<file path="config.mk">
export PLATFORM = sky130hd
export DESIGN_NAME = bitwise_expression_lexer
export DESIGN_NICKNAME = d
export VERILOG_FILES = /design/src/hw/rtl/bel_pkg.sv /design/src/hw/rtl/bitwise_expression_lexer.sv
export SDC_FILE = /design/constraint.sdc
export NUM_CORES = 1
export LEC_CHECK = 0
export BUFFER_PORTS_ARGS = -buffer_cell sky130_fd_sc_hd__buf_4
export CORE_MARGIN = 2
export CORE_UTILIZATION = 55
export DETAILED_ROUTE_END_ITERATION = 10
export MAX_ROUTING_LAYER = met4
export PLACE_DENSITY = 0.72
export SYNTH_ARGS = -nofsm -noshare
export SYNTH_HDL_FRONTEND = slang
export SYNTH_SLANG_ARGS = --single-unit
</file>
<file path="constraint.sdc">
create_clock -name clk -period 18.25 [get_ports clk]
set_input_delay 3.65 -clock clk [delete_from_list [all_inputs] [get_ports clk]]
set_output_delay 3.65 -clock clk [all_outputs]
set_load 0.01 [all_outputs]
</file>
<file path="src/hw/rtl/bel_pkg.sv">
package bel_pkg;

  localparam int VALUE_BITS = 31;
  localparam int PROD_BITS  = VALUE_BITS + 5;
  localparam int CHAR_BITS  = 8;
  localparam int KIND_BITS  = 3;
  localparam int ERR_BITS   = 3;
  localparam int OUT_BITS   = KIND_BITS + VALUE_BITS + ERR_BITS;
  localparam int OUT_DATA_BITS = ((OUT_BITS + 7) / 8) * 8;
  localparam int FIFO_DEPTH = 4;
  localparam int PTR_BITS   = $clog2(FIFO_DEPTH);
  localparam int CNT_BITS   = $clog2(FIFO_DEPTH + 1);

  localparam logic [KIND_BITS-1:0] KIND_NUMBER = 3'd0;
  localparam logic [KIND_BITS-1:0] KIND_AND    = 3'd1;
  localparam logic [KIND_BITS-1:0] KIND_OR     = 3'd2;
  localparam logic [KIND_BITS-1:0] KIND_ERROR  = 3'd3;
  localparam logic [KIND_BITS-1:0] KIND_END    = 3'd4;

  localparam logic [ERR_BITS-1:0] ERR_NONE      = 3'd0;
  localparam logic [ERR_BITS-1:0] ERR_BAD_CHAR  = 3'd1;
  localparam logic [ERR_BITS-1:0] ERR_EMPTY_HEX = 3'd2;
  localparam logic [ERR_BITS-1:0] ERR_EMPTY_BIN = 3'd3;
  localparam logic [ERR_BITS-1:0] ERR_NONBINARY = 3'd4;
  localparam logic [ERR_BITS-1:0] ERR_OVERFLOW  = 3'd5;

  localparam logic [CHAR_BITS-1:0] CH_SPACE = 8'h20;
  localparam logic [CHAR_BITS-1:0] CH_TAB   = 8'h09;
  localparam logic [CHAR_BITS-1:0] CH_LF    = 8'h0A;
  localparam logic [CHAR_BITS-1:0] CH_CR    = 8'h0D;
  localparam logic [CHAR_BITS-1:0] CH_LX    = 8'h78;
  localparam logic [CHAR_BITS-1:0] CH_UX    = 8'h58;
  localparam logic [CHAR_BITS-1:0] CH_LB    = 8'h62;
  localparam logic [CHAR_BITS-1:0] CH_UB    = 8'h42;
  localparam logic [CHAR_BITS-1:0] CH_AMP   = 8'h26;
  localparam logic [CHAR_BITS-1:0] CH_BAR   = 8'h7C;
  localparam logic [CHAR_BITS-1:0] CH_ZERO  = 8'h30;
  localparam logic [CHAR_BITS-1:0] CH_ONE   = 8'h31;
  localparam logic [CHAR_BITS-1:0] CH_NINE  = 8'h39;
  localparam logic [CHAR_BITS-1:0] CH_LA    = 8'h61;
  localparam logic [CHAR_BITS-1:0] CH_LF_HEX = 8'h66;
  localparam logic [CHAR_BITS-1:0] CH_UA    = 8'h41;
  localparam logic [CHAR_BITS-1:0] CH_UF    = 8'h46;

  typedef enum logic [5:0] {
    MODE_IDLE = 6'b000001,
    MODE_LEAD = 6'b000010,
    MODE_HEX  = 6'b000100,
    MODE_BIN  = 6'b001000,
    MODE_DEC  = 6'b010000,
    MODE_DROP = 6'b100000
  } mode_t;

  typedef struct packed {
    logic [ERR_BITS-1:0]   error_code;
    logic [VALUE_BITS-1:0] number_value;
    logic [KIND_BITS-1:0]  token_kind;
  } token_t;

  typedef struct packed {
    logic   valid;
    logic   last;
    token_t tok;
  } entry_t;

endpackage

</file>
<file path="src/hw/rtl/bitwise_expression_lexer.sv">
// Each accepted character is first registered, then lexed into the token queue.
// Throughput: one character per cycle while the queue has room for two tokens; a
// character closing a number and starting a token yields two, which leave one at a time.
// A four-entry token queue parts the lexer from the output side.
// Reset (rst_n low, synchronous) empties the pipeline and returns to idle.
module bitwise_expression_lexer (
  input  logic                             clk,
  input  logic                             rst_n,
  input  logic                             in_tvalid,
  output logic                             in_tready,
  input  logic [bel_pkg::CHAR_BITS-1:0]    in_tdata,   // char_code[7:0]
  input  logic                             in_tuser,   // end_of_text
  output logic                             out_tvalid,
  input  logic                             out_tready,
  output logic [bel_pkg::OUT_DATA_BITS-1:0] out_tdata, // token_kind, number_value, error_code
  output logic                             out_tlast
);

  logic                           in_valid_r;
  logic [bel_pkg::CHAR_BITS-1:0]  char_r;
  logic                           eot_r;

  bel_pkg::mode_t                 mode_r, mode_nxt;
  logic [3:0]                     lead_r, lead_nxt;
  logic [bel_pkg::VALUE_BITS-1:0] acc_r, acc_nxt;
  logic                           seen_r, seen_nxt;

  bel_pkg::entry_t                fifo_r [bel_pkg::FIFO_DEPTH];
  logic [bel_pkg::PTR_BITS-1:0]   rd_ptr_r, wr_ptr_r;
  logic [bel_pkg::CNT_BITS-1:0]   cnt_r;

  bel_pkg::entry_t                res_a, res_b;
  logic                           proc;
  logic                           pop;
  logic [1:0]                     push_cnt;

  logic                           is_ws, is_dig, is_bin;
  logic                           is_hex_lc, is_hex_uc;
  logic [3:0]                     dig;
  logic [bel_pkg::VALUE_BITS-1:0] acc_in;
  logic [bel_pkg::PROD_BITS-1:0]  acc_ext, prod, sum;
  logic                           ovf;

  bel_pkg::entry_t                fr_res;
  bel_pkg::mode_t                 fr_mode;

  assign proc      = in_valid_r && (cnt_r <= bel_pkg::CNT_BITS'(bel_pkg::FIFO_DEPTH - 2));
  assign in_tready = !in_valid_r || proc;
  assign pop       = out_tvalid && out_tready;

  always_ff @(posedge clk) begin
    if (!rst_n) begin
      in_valid_r <= 1'b0;
    end else if (in_tready) begin
      in_valid_r <= in_tvalid;
    end
    if (in_tready && in_tvalid) begin
      char_r <= in_tdata;
      eot_r  <= in_tuser;
    end
  end

  always_comb begin
    is_ws     = (char_r == bel_pkg::CH_SPACE) || (char_r == bel_pkg::CH_TAB) ||
                (char_r == bel_pkg::CH_LF) || (char_r == bel_pkg::CH_CR);
    is_dig    = (char_r >= bel_pkg::CH_ZERO) && (char_r <= bel_pkg::CH_NINE);
    is_bin    = (char_r == bel_pkg::CH_ZERO) || (char_r == bel_pkg::CH_ONE);
    is_hex_lc = (char_r >= bel_pkg::CH_LA) && (char_r <= bel_pkg::CH_LF_HEX);
    is_hex_uc = (char_r >= bel_pkg::CH_UA) && (char_r <= bel_pkg::CH_UF);
    dig       = is_dig ? char_r[3:0] : 4'(char_r[3:0] + 4'd9);
    acc_in    = (mode_r == bel_pkg::MODE_LEAD) ? bel_pkg::VALUE_BITS'(lead_r) : acc_r;
    acc_ext   = bel_pkg::PROD_BITS'(acc_in);
    case (mode_r)
      bel_pkg::MODE_HEX: prod = acc_ext << 4;
      bel_pkg::MODE_BIN: prod = acc_ext << 1;
      default:           prod = (acc_ext << 3) + (acc_ext << 1);
    endcase
    sum = prod + bel_pkg::PROD_BITS'(dig);
    ovf = |sum[bel_pkg::PROD_BITS-1:bel_pkg::VALUE_BITS];
  end

  // Token that a character yields when it starts a fresh token.
  always_comb begin
    fr_res = '0;
    fr_mode = bel_pkg::MODE_IDLE;
    if (is_ws) begin
      fr_mode = bel_pkg::MODE_IDLE;
    end else if (is_dig) begin
      fr_mode = bel_pkg::MODE_LEAD;
    end else if (char_r == bel_pkg::CH_AMP) begin
      fr_res.valid = 1'b1;
      fr_res.tok.token_kind = bel_pkg::KIND_AND;
    end else if (char_r == bel_pkg::CH_BAR) begin
      fr_res.valid = 1'b1;
      fr_res.tok.token_kind = bel_pkg::KIND_OR;
    end else begin
      fr_res.valid = 1'b1;
      fr_res.tok.token_kind = bel_pkg::KIND_ERROR;
      fr_res.tok.error_code = bel_pkg::ERR_BAD_CHAR;
      fr_mode = bel_pkg::MODE_DROP;
    end
  end

  always_comb begin
    bel_pkg::entry_t num_tok, err_tok, end_tok;
    num_tok = '0;
    num_tok.valid = 1'b1;
    num_tok.tok.token_kind = bel_pkg::KIND_NUMBER;
    num_tok.tok.number_value = (mode_r == bel_pkg::MODE_LEAD) ?
                               bel_pkg::VALUE_BITS'(lead_r) : acc_r;
    err_tok = '0;
    err_tok.valid = 1'b1;
    err_tok.tok.token_kind = bel_pkg::KIND_ERROR;
    end_tok = '0;
    end_tok.valid = 1'b1;
    end_tok.tok.token_kind = bel_pkg::KIND_END;

    res_a    = '0;
    res_b    = '0;
    mode_nxt = mode_r;
    lead_nxt = lead_r;
    acc_nxt  = acc_r;
    seen_nxt = seen_r;

    if (eot_r) begin
      mode_nxt = bel_pkg::MODE_IDLE;
      lead_nxt = '0;
      acc_nxt  = '0;
      seen_nxt = 1'b0;
      res_a    = end_tok;
      unique case (mode_r)
        bel_pkg::MODE_LEAD, bel_pkg::MODE_DEC: begin
          res_a = num_tok;
          res_b = end_tok;
        end
        bel_pkg::MODE_HEX, bel_pkg::MODE_BIN: begin
          if (seen_r) begin
            res_a = num_tok;
          end else begin
            res_a = err_tok;
            res_a.tok.error_code = (mode_r == bel_pkg::MODE_HEX) ?
                                   bel_pkg::ERR_EMPTY_HEX : bel_pkg::ERR_EMPTY_BIN;
          end
          res_b = end_tok;
        end
        default: begin
        end
      endcase
    end else begin
      unique case (mode_r)
        bel_pkg::MODE_IDLE: begin
          res_a    = fr_res;
          mode_nxt = fr_mode;
          lead_nxt = is_dig ? char_r[3:0] : lead_r;
        end
        bel_pkg::MODE_LEAD: begin
          if ((char_r == bel_pkg::CH_LX) || (char_r == bel_pkg::CH_UX)) begin
            mode_nxt = bel_pkg::MODE_HEX;
            acc_nxt  = '0;
            seen_nxt = 1'b0;
          end else if ((char_r == bel_pkg::CH_LB) || (char_r == bel_pkg::CH_UB)) begin
            mode_nxt = bel_pkg::MODE_BIN;
            acc_nxt  = '0;
            seen_nxt = 1'b0;
          end else if (is_dig) begin
            seen_nxt = 1'b0;
            if (ovf) begin
              res_a    = err_tok;
              res_a.tok.error_code = bel_pkg::ERR_OVERFLOW;
              mode_nxt = bel_pkg::MODE_DROP;
              acc_nxt  = acc_in;
            end else begin
              mode_nxt = bel_pkg::MODE_DEC;
              acc_nxt  = sum[bel_pkg::VALUE_BITS-1:0];
            end
          end else begin
            res_a    = num_tok;
            res_b    = fr_res;
            mode_nxt = fr_mode;
            lead_nxt = is_dig ? char_r[3:0] : lead_r;
          end
        end
        bel_pkg::MODE_HEX, bel_pkg::MODE_BIN, bel_pkg::MODE_DEC: begin
          if ((mode_r == bel_pkg::MODE_HEX && (is_dig || is_hex_lc || is_hex_uc)) ||
              (mode_r == bel_pkg::MODE_BIN && is_bin) ||
              (mode_r == bel_pkg::MODE_DEC && is_dig)) begin
            seen_nxt = 1'b1;
            if (ovf) begin
              res_a    = err_tok;
              res_a.tok.error_code = bel_pkg::ERR_OVERFLOW;
              mode_nxt = bel_pkg::MODE_DROP;
            end else begin
              acc_nxt = sum[bel_pkg::VALUE_BITS-1:0];
            end
          end else if (mode_r == bel_pkg::MODE_BIN && is_dig) begin
            res_a    = err_tok;
            res_a.tok.error_code = bel_pkg::ERR_NONBINARY;
            mode_nxt = bel_pkg::MODE_DROP;
          end else if (mode_r != bel_pkg::MODE_DEC && !seen_r) begin
            res_a    = err_tok;
            res_a.tok.error_code = (mode_r == bel_pkg::MODE_HEX) ?
                                   bel_pkg::ERR_EMPTY_HEX : bel_pkg::ERR_EMPTY_BIN;
            mode_nxt = bel_pkg::MODE_DROP;
          end else begin
            res_a    = num_tok;
            res_b    = fr_res;
            mode_nxt = fr_mode;
            lead_nxt = is_dig ? char_r[3:0] : lead_r;
          end
        end
        default: begin
        end
      endcase
    end

    res_a.last = res_a.valid && !res_b.valid;
    res_b.last = 1'b1;
    push_cnt   = {1'b0, res_a.valid} + {1'b0, res_b.valid};
  end

  always_ff @(posedge clk) begin
    if (!rst_n) begin
      mode_r <= bel_pkg::MODE_IDLE;
      lead_r <= '0;
      acc_r  <= '0;
      seen_r <= 1'b0;
    end else if (proc) begin
      mode_r <= mode_nxt;
      lead_r <= lead_nxt;
      acc_r  <= acc_nxt;
      seen_r <= seen_nxt;
    end
  end

  always_ff @(posedge clk) begin
    if (!rst_n) begin
      rd_ptr_r <= '0;
      wr_ptr_r <= '0;
      cnt_r    <= '0;
    end else begin
      if (pop) begin
        rd_ptr_r <= rd_ptr_r + 1'b1;
      end
      if (proc) begin
        wr_ptr_r <= wr_ptr_r + bel_pkg::PTR_BITS'(push_cnt);
      end
      cnt_r <= cnt_r + (proc ? bel_pkg::CNT_BITS'(push_cnt) : '0)
                     - bel_pkg::CNT_BITS'(pop);
    end
    if (proc && res_a.valid) begin
      fifo_r[wr_ptr_r] <= res_a;
    end
    if (proc && res_b.valid) begin
      fifo_r[bel_pkg::PTR_BITS'(wr_ptr_r + 1'b1)] <= res_b;
    end
  end

  assign out_tvalid = (cnt_r != '0);
  assign out_tdata  = bel_pkg::OUT_DATA_BITS'(fifo_r[rd_ptr_r].tok);
  assign out_tlast  = fifo_r[rd_ptr_r].last;

endmodule

</file>
After elaboration in Yosys (flattened, before gate mapping). Memories as Yosys holds them, arrays and structs flattened. A register that Yosys moved wholly into a read port is not among the register bits. Index checks and enable logic that the tools add are counted.

Word-level logic and storage cells: 168. Register bits after elaboration: 59. Bits in writable memories: 156. Memories kept: 1. Bits in read-only memories: 0. Latch bits: 0. Output and inout bits: 43.

Memories: fifo_r (words 4, bits a word 39, read ports 1, clocked after memory_dff 1, wr ports 2, line bitwise_expression_lexer.sv:28) `bel_pkg::entry_t fifo_r [bel_pkg::FIFO_DEPTH];`.

Eq/ne operators: 25. Add/sub/neg operators: 9. $mul: 0. Shifts and indexed selects: 0. Bitwise gates (word level): 0. Muxes and demuxes: 75. Reductions and logical operators: 41. Divide/modulo/power cells: 0. $lt $le $gt $ge: 7.

Operators with widths (count): 39-bit 2-to-1 mux (14); 31-bit 2-to-1 mux (8); 39-bit case mux with 3 select lines (1); 6-bit 2-to-1 mux (13); 39-bit case mux with 2 select lines (1); 36-bit 2-to-1 mux (2); 36-bit case mux with 2 select lines (1); 35-bit case mux with 2 select lines (1); 31-bit case mux with 2 select lines (1); 8-bit by 7-bit == test with 1-bit output, second input constant (5); 37-bit 2-to-1 mux (1); 36-bit by 4-bit adder with 36-bit output (1); 34-bit by 32-bit adder with 35-bit output (1); 8-bit by 6-bit == test with 1-bit output, second input constant (4); 8-bit by 4-bit == test with 1-bit output, second input constant (3); 4-bit 2-to-1 mux (6); 6-bit case mux with 3 select lines (1); 1-bit 2-to-1 mux (17); 8-bit by 7-bit >= comparator with 1-bit output, second input constant (2); 8-bit by 7-bit less-or-equal comparator with 1-bit output, second input constant (2); 3-bit inequality test, second input constant (5); 1-bit logical AND (14); 2-bit 2-to-1 mux (6); 1-bit logical OR (11); 29 further kinds (36).

Depth between registers and ports, before layout. Gate-level depths: netlist of the first run.

Depth after elaboration: 16. Gate-level depth with buffers: 34. Depth with buffers taken out: 29.

Least setup slack after synthesis of the first run. Ideal clock, no wire load.

Path kind: register to register. Start point: reg mode_r[2]. End point: reg cnt_r[2] (netlist name). Arrival: 6.970 ns. Setup slack: 11.165 ns. Path buffers: 6. Library setup time: 0.115 ns. Cell stages (with the launch flop): 34. Data required time: 18.135 ns. Cells stage by stage: dfxtp_1 -> buf_4 -> nor4_4 -> nand2_1 -> buf_2 -> buf_1 -> buf_2 -> clkbuf_1 -> nand2_1 -> nand2_1 -> ha_1 -> a21o_1 -> maj3_1 -> nand4_1 -> a21oi_1 -> or4_1 -> and3_1 -> nor3_2 -> and4b_1 -> buf_2 -> a21boi_1 -> a31o_2 -> a32oi_4 -> or2_2 -> ha_1 -> nand2_1 -> ha_1 -> inv_1 -> ha_1 -> inv_1 -> fa_1 -> xor2_1 -> xnor2_1 -> and2_1.

Cells in the longest elaborated chain, start to end: 16.

Ends and longest elaborated chain: from (decl) (line bitwise_expression_lexer.sv:23) `bel_pkg::mode_t mode_r, mode_nxt;`; from (signal assigned) (line bitwise_expression_lexer.sv:223) `mode_r <= bel_pkg::MODE_IDLE;`; from (signal assigned) (line bitwise_expression_lexer.sv:228) `mode_r <= mode_nxt;`; 6-bit by 2-bit == test with 1-bit output (line bitwise_expression_lexer.sv:71, bitwise_expression_lexer.sv:131, bitwise_expression_lexer.sv:150); 31-bit 2-to-1 mux (line bitwise_expression_lexer.sv:71) `acc_in = (mode_r == bel_pkg::MODE_LEAD) ? bel_pkg::VALUE_BITS'(lead_r) : acc_r;`; 34-bit by 32-bit adder with 35-bit output (line bitwise_expression_lexer.sv:76) `default: prod = (acc_ext << 3) + (acc_ext << 1);`; 35-bit case mux with 2 select lines (line bitwise_expression_lexer.sv:73) `case (mode_r)`; 36-bit by 4-bit adder with 36-bit output (line bitwise_expression_lexer.sv:78) `sum = prod + bel_pkg::PROD_BITS'(dig);`; 5-bit OR reduction (line bitwise_expression_lexer.sv:79) `ovf = |sum[bel_pkg::PROD_BITS-1:bel_pkg::VALUE_BITS];`; 39-bit 2-to-1 mux (line bitwise_expression_lexer.sv:167, bitwise_expression_lexer.sv:188); 39-bit 2-to-1 mux (line bitwise_expression_lexer.sv:165) `end else if (is_dig) begin`; 39-bit 2-to-1 mux (line bitwise_expression_lexer.sv:161) `end else if ((char_r == bel_pkg::CH_LB) || (char_r == bel_pkg::CH_UB)) begin`; 39-bit 2-to-1 mux (line bitwise_expression_lexer.sv:157) `if ((char_r == bel_pkg::CH_LX) || (char_r == bel_pkg::CH_UX)) begin`; 39-bit case mux with 3 select lines (line bitwise_expression_lexer.sv:150) `unique case (mode_r)`; 39-bit 2-to-1 mux (line bitwise_expression_lexer.sv:125) `if (eot_r) begin`; 1-bit by 1-bit adder with 2-bit output * (line bitwise_expression_lexer.sv:218) `push_cnt = {1'b0, res_a.valid} + {1'b0, res_b.valid};`; 2-bit 2-to-1 mux * (line bitwise_expression_lexer.sv:247) `cnt_r <= cnt_r + (proc ? bel_pkg::CNT_BITS'(push_cnt) : '0)`; 3-bit by 2-bit adder with 3-bit output * (line bitwise_expression_lexer.sv:247); 3-bit by 1-bit subtractor with 3-bit output * (line bitwise_expression_lexer.sv:248) `- bel_pkg::CNT_BITS'(pop);`; to (signal assigned) (line bitwise_expression_lexer.sv:247); to (decl) (line bitwise_expression_lexer.sv:30) `logic [bel_pkg::CNT_BITS-1:0] cnt_r;`.

Every way passes the cells marked *; elsewhere a longest branch is shown, timed or not. A chain may end at the register's enable or synchronous reset.

Final worst setup path of the first run.
Start point: reg mode_r[4]. End point: reg cnt_r[2] (netlist name).

The elaborated chain is that of the path after synthesis.

==> metrics.csv, run 1 <==
stage,metric,value,unit
placed_design,placed_cells,1951,
finish,fillers,2266,
clock_tree,cts_setup_buffers,0,
pwr,switching_share,0.2692,
critical_path,r2r-start,mode_r[4],
critical_path,cp_common_cell,ha_1,
global_routing,grt_use_total,0.3171,
yosys,ys_ff_latch,213,
pwr,p_int,0.0008600,W
global_routing,grt_max_degree,68,
timing,finalWorstSetupSlack,10.17,ns
clock_tree,cts_sinks,213,
yosys,ys_top_cells_by_count,"261 x nand2_1, 188 x dfxtp_1, 142 x mux2i_1",
yosys,yosysSeqAreaShare,0.3137,
route,wl_per_cell,21.92,um
timing,tns,0,ns
placed_design,hpwl,29.74,mm
route,wl,43.73,mm
pwr,pwr-share-clk,0.423,
timing,finalSetupViolCount,0,
route,viasPerCell,6.615,
critical_path,crit_fanout,45,
critical_path,cp.required,18.69,ns
critical_path,arrival,8.52,ns
pwr,max-vdd-ir-drop,0.0001036,V
route,antenna_left,0,
clock_tree,hold_buffers,0,
yosys,yosysTopAreaCellShare,0.2615,
clock_tree,cts_inserted_buffers,24,
die,ios,56,
clock_tree,cts_root_buffer,clkbuf_16,
placed_design,place_congestion,0.9950,
yosys,synth_top_cell_by_area,dfxtp_1,
finish,areaGrowthSynthToFinish,7.981,%
pwr,p_leak,6.136,nW
die,die_w,165.8,um
yosys,dominantRegCellSynth,dfxtp_1,
timing,fin_skew,0.02194,ns
clock_tree,clockBufferDepth,3,
global_routing,antenna_found_initial,0,
critical_path,cp_slowest_cell,nor4_1,
critical_path,max_stage_delay,0.62,ns
finish,nNetsFinal,1679,
critical_path,critPathLaunchType,flop,
finish,register_area,4517,um2
finish,n_antenna_cell,0,
route,via_count,13200,
pwr,power.density,75.73,nW/um2
yosys,syn_inst,1683,
timing,max_freq,123.7,MHz
critical_path,rr_endpoint,cnt_r[2],
critical_path,reg2reg_depth,29,
worst_hold_path,whs_endpoint,fifo_r[2][32],
pwr,combPwrFrac,0.146,
job,drv_cap,0,
clock_tree,cts_tree,done,
route,drt_iter0_markers,1708,
die,die-area,27480,um2
clock_tree,clk_latency,0.55,ns
timing,rsz0062_at_grt,false,
worst_hold_path,min_path_cells,2,
route,firstDrtPassIters,7,
worst_hold_path,hold_start,fifo_r[2][32],
timing,worst_pin_slew,1.120,ns
critical_path,endpoint_kind,flop,
clock_tree,cts-resized-gates,0,
yosys,yosysMostFrequentCell,nand2_1,
timing,slew-limit-headroom,0.2505,
timing,finalHoldViolCount,0,
critical_path,ff2ff_setup_slack,10.17,ns
die,initial_core_util,0.5554,
run_status,outcome,completed,
global_routing,grt_pass1_vias,12500,
placed_design,port_buffers,52,
yosys,netlist_top_cells_area,"dfxtp_1 26%, mux2i_1 9.9%, nand2_1 6.8%, mux4_2 5.9%, edfxtp_1 5.2%",
global_routing,grt_pass1_wl,68.96,mm
worst_hold_path,hold_path.class,reg -> reg,
finish,finalNonFillerCells,1995,
route,drc_errors,0,
finish,drive_gt1_frac,0.1205,
yosys,synth_area,14390,um2
die,die_h,165.8,um
clock_tree,clkTransAtPathRegs,0.07,ns
yosys,ys_async_sr_fraction,0,
critical_path,path_class,reg -> reg,
placed_design,pre_cts_ws,10.33,ns
timing,period_needed,8.083,ns
yosys,yosysWarnings,0,
yosys,syn_area_per_cell,8.551,um2
clock_tree,htree_levels,1,
pwr,sequentialPowerShare,0.432,
global_routing,grt_overflow,0,
die,rows,59,
die,core,25910,um2
yosys,ys_types,96,
yosys,synth_edf_count,25,
finish,multi_input_area,9067,um2
timing,drv_slew,0,
pwr,power.switching,0.0003168,W
timing,finalCritPeriodShare,0.4429,
[per-stage QoR]
step                cell area, um2  power (W)  hold slack [ns]  utilization
detailed placement           14730  0.0006897           0.4492       0.5685
finish                       15540   0.001177           0.4578       0.5997
global route                 15540   0.001221           0.4734       0.5997
global placement             14730  0.0006875           0.4418       0.5685
CTS                          15540   0.001182           0.4603       0.5997
floorplan                    14400  0.0006446           0.4349            -
[power by group through the flow]
stage	logic [W]	registers (W)	clock network (W)
3_5_place_dp	0.000172	0.000518	0
4_1_cts	0.000172	0.000508	0.000502
5_1_grt	0.000189	0.000510	0.000521
6_report	0.000171	0.000508	0.000497
3_3_place_gp	0.000170	0.000518	0
2_1_floorplan	0.000139	0.000505	0
[worst max-delay path: cells and delay by family (launching register included)]
family | cells | cell delay, ns
mux | 2 | 0.66
simple gates | 9 | 2.94
fa+ha+maj | 6 | 1.74
xor+xnor | 2 | 0.29
compound gates | 6 | 1.45
buf+inv | 4 | 0.52
flops | 1 | 0.38
[cells in the final DEF, fill, tap and decap left out, drive strengths merged, types with 38 or more instances in the layout]
cell type and n:
dfxtp 188, a21oi 60, xnor2 39, buf 77, mux4 38, inv 41, nor3 43, nand3 79
nand2 261, o21ai 99, nor2 77, mux2i 142
[kinds of logic after synthesis]
group / count (synthesis) / synth area share
other: 1 / 0.0002606
XOR/XNOR: 66 / 0.04017
multiplexers: 182 / 0.1598
buffers and inverters: 186 / 0.06086
flip-flops: 213 / 0.3137
AO/OA/AOI/OAI: 397 / 0.1919
adder cells (fa/ha/maj): 26 / 0.02382
AND/OR/NAND/NOR: 612 / 0.2095
[how the worst max path moves through the flow]
stage	startpoint	end	slack, ns	cells past startpoint
after floorplan	mode_r[2]	cnt_r[2]	11.16	33
after global placement	mode_r[1]	cnt_r[2]	10.55	29
after detailed placement	mode_r[4]	cnt_r[2]	10.33	29
after CTS	mode_r[4]	cnt_r[2]	10.31	29
after global routing	mode_r[1]	cnt_r[2]	9.67	29
final	mode_r[4]	cnt_r[2]	10.17	29
[sequential cells by signal, summed over array words and instances (netlist names), named ones only]
signal and count:
acc_r 31, cnt_r 3, wr_ptr_r 2, eot_r 1
in_valid_r 1, mode_r 6, lead_r 4, seen_r 1
rd_ptr_r 2, fifo_r 152, char_r 8
[per-layer routing]
| layer | part of all wire | wire, um | vias up | track usage |
|---|---|---|---|---|
| met5 | 0 | 0 | - | - |
| met1 | 0.43 | 18870 | 6381 | 0.4298 |
| met3 | 0.087 | 3818 | 92 | 0.05839 |
| met2 | 0.46 | 19950 | 624 | 0.4891 |
| met4 | 0.025 | 1092 | 0 | 0.08733 |
| li1 | - | - | 6099 | - |
[cell type report]
type / count / share of cell area
multi-input combinational: 1286 / 0.5835
sequential: 213 / 0.2907
clock buffer: 35 / 0.04452
timing repair buffer: 77 / 0.03720
tap: 335 / 0.02697
inverter: 40 / 0.009662
clock inverter: 9 / 0.007488
No activity file was read; power rests on OpenSTA's default activity.
==> run 2, diff against run 1 <==
==> constraint.sdc (replaced) <==
create_clock -name clk -period 8.2 [get_ports clk]
set_input_delay 1.64 -clock clk [delete_from_list [all_inputs] [get_ports clk]]
set_output_delay 1.64 -clock clk [all_outputs]
set_load 0.01 [all_outputs]
==> run 2 against run 1 <==
Effect of this change: clock-buffer cell count did not move; sequential power rose by 120%; first-iteration DRC count fell by 22%; combinational power rose by 120%; critical path type unchanged; design area rose by 0.59%; clock power rose by 120%; fmax rose by 5.7%; power rose by 120%; utilization rose by 0.35 points.
==> metrics.csv, run 2 (synthesis results as in run 1) <==
stage,metric,value,unit,change
finish,finalNonFillerCells,2003,,"was 1,995"
timing,finalHoldViolCount,0,,unchanged
clock_tree,cts_root_buffer,clkbuf_16,,unchanged
finish,largest-register,fifo_r,,unchanged
timing,max_freq,130.8,MHz,was 123.7 MHz
pwr,pwr-share-clk,0.420,,was 0.423
placed_design,place_congestion,0.9924,,was 0.9950
route,drt_iter0_markers,1326,,"was 1,708"
finish,nNetsFinal,1686,,"was 1,679"
global_routing,grt_max_degree,68,,unchanged
placed_design,port_buffers,52,,unchanged
route,viasPerCell,6.532,,was 6.615
critical_path,crit_fanout,13,,was 45
pwr,max-vdd-ir-drop,0.0001776,V,was 0.0001036 V
critical_path,critPathLaunchType,flop,,unchanged
job,drv_cap,0,,unchanged
die,rows,59,,unchanged
global_routing,grt_pass1_vias,12410,,"was 12,500"
finish,mostFrequentLayoutCell,nand2_1,,unchanged
route,wl_per_cell,21.53,um,was 21.92 um
timing,drv_slew,0,,unchanged
placed_design,pre_cts_ws,-0.03638,ns,was 10.33 ns
critical_path,cp.required,8.63,ns,was 18.69 ns
finish,biggestRegsByFlops,"fifo_r (152), acc_r (31), char_r (8)",,unchanged
clock_tree,cts_inserted_buffers,25,,was 24
route,antenna_left,0,,unchanged
pwr,total_power,0.002607,W,was 0.001177 W
run_status,outcome,completed,,unchanged
timing,fin_skew,0.009770,ns,was 0.02194 ns
pwr,sequentialPowerShare,0.434,,was 0.432
finish,fin_area,15630,um2,"was 15,540 um2"
clock_tree,clkTransAtPathRegs,0.06,ns,was 0.07 ns
finish,largest_reg_flops,152,,unchanged
route,via_count,13080,,"was 13,200"
route,wl,43.12,mm,was 43.73 mm
placed_design,hpwl,30.38,mm,was 29.74 mm
die,core,25910,um2,unchanged
timing,finalCritPeriodShare,0.9325,,was 0.4429
timing,finalWorstSetupSlack,0.5535,ns,was 10.17 ns
critical_path,endpoint_kind,flop,,unchanged
finish,n_antenna_cell,0,,unchanged
die,die_h,165.8,um,unchanged
pwr,power.density,166.8,nW/um2,was 75.73 nW/um2
pwr,p_leak,6.168,nW,was 6.136 nW
finish,fin_util,0.6033,,was 0.5997
timing,finalSetupViolCount,0,,unchanged
worst_hold_path,hold_path.class,reg -> reg,,unchanged
clock_tree,cts_tree,done,,unchanged
route,firstDrtPassIters,7,,unchanged
clock_tree,clk_latency,0.55,ns,about the same
finish,fillers,2260,,"was 2,266"
timing,period_needed,7.647,ns,was 8.083 ns
route,drc_errors,0,,unchanged
clock_tree,clockBufferDepth,3,,unchanged
timing,rsz0062_at_grt,false,,unchanged
clock_tree,htree_levels,1,,unchanged
placed_design,placed_cells,1955,,"was 1,951"
pwr,p_int,0.001899,W,was 0.0008600 W
global_routing,grt_pass1_wl,69.08,mm,was 68.96 mm
global_routing,grt_overflow,0,,unchanged
pwr,power.switching,0.0007085,W,was 0.0003168 W
die,initial_core_util,0.5554,,unchanged
clock_tree,cts_sinks,213,,unchanged
timing,worst_pin_slew,1.158,ns,was 1.120 ns
pwr,switching_share,0.2718,,was 0.2692
finish,drive_gt1_frac,0.1289,,was 0.1205
pwr,combPwrFrac,0.146,,about the same
global_routing,grt_use_total,0.3160,,was 0.3171
critical_path,cp_common_cell,ha_1,,unchanged
placed_design,dpl_cell_area,14770,um2,"was 14,730 um2"
critical_path,arrival,8.08,ns,was 8.52 ns
clock_tree,hold_buffers,0,,unchanged
die,ios,56,,unchanged
timing,slew-limit-headroom,0.2252,,was 0.2505
finish,final_cell_mix,"261 x nand2_1, 186 x dfxtp_1, 142 x mux2i_1",,unchanged
critical_path,cp_slowest_cell,or4_4,,was nor4_1
critical_path,path_class,reg -> reg,,unchanged
critical_path,max_stage_delay,0.60,ns,was 0.62 ns
global_routing,antenna_found_initial,0,,unchanged
die,die-area,27480,um2,unchanged
die,die_w,165.8,um,unchanged
finish,areaGrowthSynthToFinish,8.616,%,was 7.981%
-- run 2: cell types whose count changed in the layout (fill, tap and decap cells not counted), moves of 3 or more --
| cell | change |
|---|---|
| clkinv_2 | +3 |
| clkbuf_1 | -4 |
| clkbuf_8 | +3 |
| buf_4 | +5 |
-- run 2: repair_timing --
action / CTS / global route
resized for setup: 1 / 5
pin swaps: 0 / 1
setup buffers: 0 / 2
endpoints found under the setup margin: 1 / 2
endpoints found under the hold margin: 0 / 0
-- run 2: layer usage --
layer  up-vias  part of all wire  wire [um]  global-route usage
met5         -                 0          0                   -
met4         0             0.028       1201             0.08393
met3       100             0.071       3073             0.04171
met2       530              0.45      19360              0.4801
met1      6337              0.45      19490              0.4460
li1       6116                 -          -                   -
-- run 2: critical path, delay by kind of cell, from the launching register on --
kind / cells / cell delay [ns]
DFF: 1 / 0.38
adders and majority gates: 6 / 1.65
buffers and inverters: 4 / 0.40
xor gates and xnor gates: 2 / 0.28
AOI/OAI and AO/OA: 7 / 1.80
and+or+nand+nor: 10 / 3.01
-- run 2: power groups by stage --
stage | Sequential (W) | Combinational [W] | Clock (W)
floorplan | 0.00112 | 0.000310 | 0
global placement | 0.00115 | 0.000377 | 0
finish | 0.00113 | 0.000382 | 0.00110
global route | 0.00113 | 0.000419 | 0.00115
detailed placement | 0.00115 | 0.000382 | 0
CTS | 0.00113 | 0.000383 | 0.00111
-- run 2: worst paths after layout --
check | startpoint | to | slack, ns | cells past startpoint
max | mode_r[4] | cnt_r[2] | 0.55 | 29
min reg2reg | fifo_r[1][24] | fifo_r[1][24] | 0.46 | 2
max reg2reg | mode_r[4] | cnt_r[2] | 0.55 | 29
min | fifo_r[1][24] | fifo_r[1][24] | 0.46 | 2
-- run 2: through the flow --
stage / TNS [ns] / hold slack (ns)
after floorplan: 0 / 0.4349
after global placement: 0 / 0.4416
after detailed placement: -0.03638 / 0.4523
after CTS: 0 / 0.4607
after global routing: 0 / 0.4761
final: 0 / 0.4570
-- run 2: cell type report --
| class | count | area [um2] | area share |
|---|---|---|---|
| well taps | 335 | 419.2 | 0.02682 |
| flip-flops and latches | 213 | 4517 | 0.2890 |
| repair buffers | 83 | 635.6 | 0.04066 |
| clock buffers | 35 | 743.2 | 0.04755 |
| multi-input cells | 1286 | 9089 | 0.5814 |
| clock inverters | 11 | 77.57 | 0.004963 |
| inverters | 40 | 150.1 | 0.009605 |
==> run 3, diff against run 2 <==
--- a/config.mk
+++ b/config.mk
@@ -11,6 +11,7 @@
 export DETAILED_ROUTE_END_ITERATION = 10
 export MAX_ROUTING_LAYER = met4
 export PLACE_DENSITY = 0.72
+export SLEW_MARGIN = 40
 export SYNTH_ARGS = -nofsm -noshare
 export SYNTH_HDL_FRONTEND = slang
 export SYNTH_SLANG_ARGS = --single-unit
==> constraint.sdc (replaced) <==
create_clock -name clk -period 8.2 [get_ports clk]
set_input_delay 2.46 -clock clk [delete_from_list [all_inputs] [get_ports clk]]
set_output_delay 2.46 -clock clk [all_outputs]
set_load 0.01 [all_outputs]
==> run 3 against run 2 <==
Effect of this change: clock-buffer cell count is 6 lower; critical path depth stayed put; worst hold slack better by 0.00083 ns; sequential cell count stayed put; die area stayed put; power is 1.6% lower; first-iteration DRC count is 6.2% higher; global-route usage is 0.26 points higher; worst setup slack worse by 0.025 ns; routed wire length is 1.4% higher; via count is 0.57% higher; utilization is 0.087 points lower.
==> metrics.csv, run 3 (synthesis results as in run 1) <==
stage,metric,value,unit,change
run_status,outcome,completed,,unchanged
die,core,25910,um2,unchanged
clock_tree,cts_sinks,213,,unchanged
route,dr_wl_met3,3.437,mm,was 3.073 mm
timing,finalHoldViolCount,0,,unchanged
timing,finalSetupViolCount,0,,unchanged
critical_path,reg2reg_depth,29,,unchanged
die,rows,59,,unchanged
timing,fin_skew,0.02364,ns,was 0.009770 ns
pwr,max-vdd-ir-drop,0.0002161,V,was 0.0001776 V
critical_path,ff2ff_setup_slack,0.53,ns,was 0.55 ns
critical_path,r2r-start,mode_r[4],,unchanged
route,wl_per_cell,21.81,um,was 21.53 um
pwr,p_leak,6.135,nW,was 6.168 nW
critical_path,crit_family,simple AND/OR/NAND/NOR gates,,unchanged
worst_hold_path,whs_endpoint,fifo_r[1][6],,was fifo_r[1][24]
route,wl_met1,19.53,mm,was 19.49 mm
placed_design,place_congestion,0.9924,,unchanged
pwr,power.density,164.3,nW/um2,was 166.8 nW/um2
die,initial_core_util,0.5554,,unchanged
worst_hold_path,min_path_cells,2,,unchanged
finish,biggestRegsByFlops,"fifo_r (152), acc_r (31), char_r (8)",,unchanged
route,firstDrtPassIters,5,,was 7
critical_path,path_class,reg -> reg,,unchanged
global_routing,grt_pass1_wl,69.59,mm,was 69.08 mm
critical_path,crit_fanout,13,,unchanged
timing,rsz0062_at_grt,false,,unchanged
placed_design,port_buffers,52,,unchanged
timing,period_needed,7.672,ns,was 7.647 ns
die,die_w,165.8,um,unchanged
route,route.met2.wl,19.78,mm,was 19.36 mm
clock_tree,clockBufferDepth,3,,unchanged
timing,drv_slew,0,,unchanged
timing,tns,0,ns,unchanged
critical_path,critPathLaunchType,flop,,unchanged
route,drt_iter0_markers,1408,,"was 1,326"
pwr,total_power,0.002564,W,was 0.002607 W
critical_path,rr_endpoint,cnt_r[2],,unchanged
route,via_count,13160,,"was 13,080"
clock_tree,clk_latency,0.57,ns,was 0.55 ns
finish,nNetsFinal,1687,,"was 1,686"
worst_hold_path,hold_start,fifo_r[1][6],,was fifo_r[1][24]
finish,largest-register,fifo_r,,unchanged
global_routing,antenna_found_initial,0,,unchanged
critical_path,arrival,8.12,ns,was 8.08 ns
route,wl,43.72,mm,was 43.12 mm
global_routing,grt_pass1_vias,12460,,"was 12,410"
clock_tree,cts_root_buffer,clkbuf_16,,unchanged
timing,worst_pin_slew,0.8387,ns,was 1.158 ns
die,ios,56,,unchanged
placed_design,placed_cells,1956,,"was 1,955"
clock_tree,cts_tree,done,,unchanged
critical_path,endpoint_kind,flop,,unchanged
finish,final_cell_mix,"261 x nand2_1, 174 x dfxtp_1, 142 x mux2i_1",,"was 261 x nand2_1, 186 x dfxtp_1, 142 x mux2i_1"
global_routing,grt_max_degree,68,,unchanged
finish,fillers,2298,,"was 2,260"
finish,largest_reg_flops,152,,unchanged
die,die_h,165.8,um,unchanged
job,drv_cap,0,,unchanged
finish,drive_gt1_frac,0.1336,,was 0.1289
timing,max_freq,130.4,MHz,was 130.8 MHz
global_routing,grt_overflow,0,,unchanged
finish,areaGrowthSynthToFinish,8.459,%,was 8.616%
worst_hold_path,hold_path.class,reg -> reg,,unchanged
route,drc_errors,0,,unchanged
route,top_layer_used,met4,,unchanged
placed_design,hpwl,30.53,mm,was 30.38 mm
clock_tree,htree_levels,1,,unchanged
global_routing,grt_use_total,0.3185,,was 0.3160
route,viasPerCell,6.565,,was 6.532
finish,n_antenna_cell,0,,unchanged
finish,mostFrequentLayoutCell,nand2_1,,unchanged
timing,slew-limit-headroom,0.4350,,was 0.2252
clock_tree,clkTransAtPathRegs,0.07,ns,was 0.06 ns
critical_path,crit_buf_inv,4,,unchanged
critical_path,cp_slowest_cell,or4_4,,unchanged
route,antenna_left,0,,unchanged
clock_tree,cts_inserted_buffers,25,,unchanged
critical_path,cp_common_cell,ha_1,,unchanged
finish,finalNonFillerCells,2004,,"was 2,003"
die,die-area,27480,um2,unchanged
critical_path,cp.required,8.64,ns,was 8.63 ns
critical_path,max_stage_delay,0.60,ns,about the same
timing,finalCritPeriodShare,0.9356,,was 0.9325
[run 3: worst max-delay path by stage]
stage	startpoint	to	slack (ns)	cells past startpoint
final	mode_r[4]	cnt_r[2]	0.53	29
after global routing	mode_r[4]	cnt_r[2]	0.02	29
after CTS	mode_r[4]	cnt_r[2]	0.19	27
after detailed placement	mode_r[4]	cnt_r[2]	0.21	27
after global placement	mode_r[1]	cnt_r[2]	0.30	27
after floorplan	mode_r[2]	cnt_r[2]	1.11	33
[run 3: worst reg2reg max path: cells and delay by family, from the launching register on]
kind                     cells  cell delay, ns
AO/OA/AOI/OAI                7            1.81
XOR/XNOR                     2            0.29
adder cells (fa/ha/maj)      6            1.66
buffers and inverters        4            0.40
flip-flops                   1            0.39
AND/OR/NAND/NOR             10            2.99
[run 3: stage by stage]
| step | hold slack, ns | area, um2 | utilization | worst slack, ns |
|---|---|---|---|---|
| after global placement | 0.4416 | 14770 | 0.5702 | 0.2981 |
| after CTS | 0.4603 | 15560 | 0.6005 | 0.1851 |
| after detailed placement | 0.4518 | 14810 | 0.5715 | 0.2119 |
| final | 0.4579 | 15610 | 0.6024 | 0.5284 |
| after floorplan | 0.4349 | 14400 | - | 1.115 |
| after global routing | 0.4738 | 15610 | 0.6024 | 0.02458 |
[run 3: repair_timing]
action | in CTS | in global routing
setup buffers | 0 | 2
hold buffers | 0 | 0
endpoints found under the setup margin | 0 | 2
gates resized for setup | 0 | 4
[run 3: power by group]
part | switching [W] | internal (W) | total, W
sequential | 0.0000421 | 0.00109 | 0.00113
combinational | 0.000209 | 0.000175 | 0.000384
clock | 0.000478 | 0.000571 | 0.00105
[run 3: cell type report]
cell class                 instances  area [um2]  share of cell area
multi-input combinational       1286        9110              0.5836
inverter                          40       150.1            0.009619
timing repair buffer              84       643.1             0.04120
sequential                       213        4534              0.2905
clock inverter                    17       101.3            0.006493
tap                              335       419.2             0.02685
clock buffer                      29       650.6             0.04168
[run 3: routing by layer]
metal / vias to the layer above / GRT usage
li1: 6135 / -
met1: 6360 / 0.4481
met2: 576 / 0.4869
met3: 86 / 0.04862
met4: 0 / 0.07183
met5: - / -
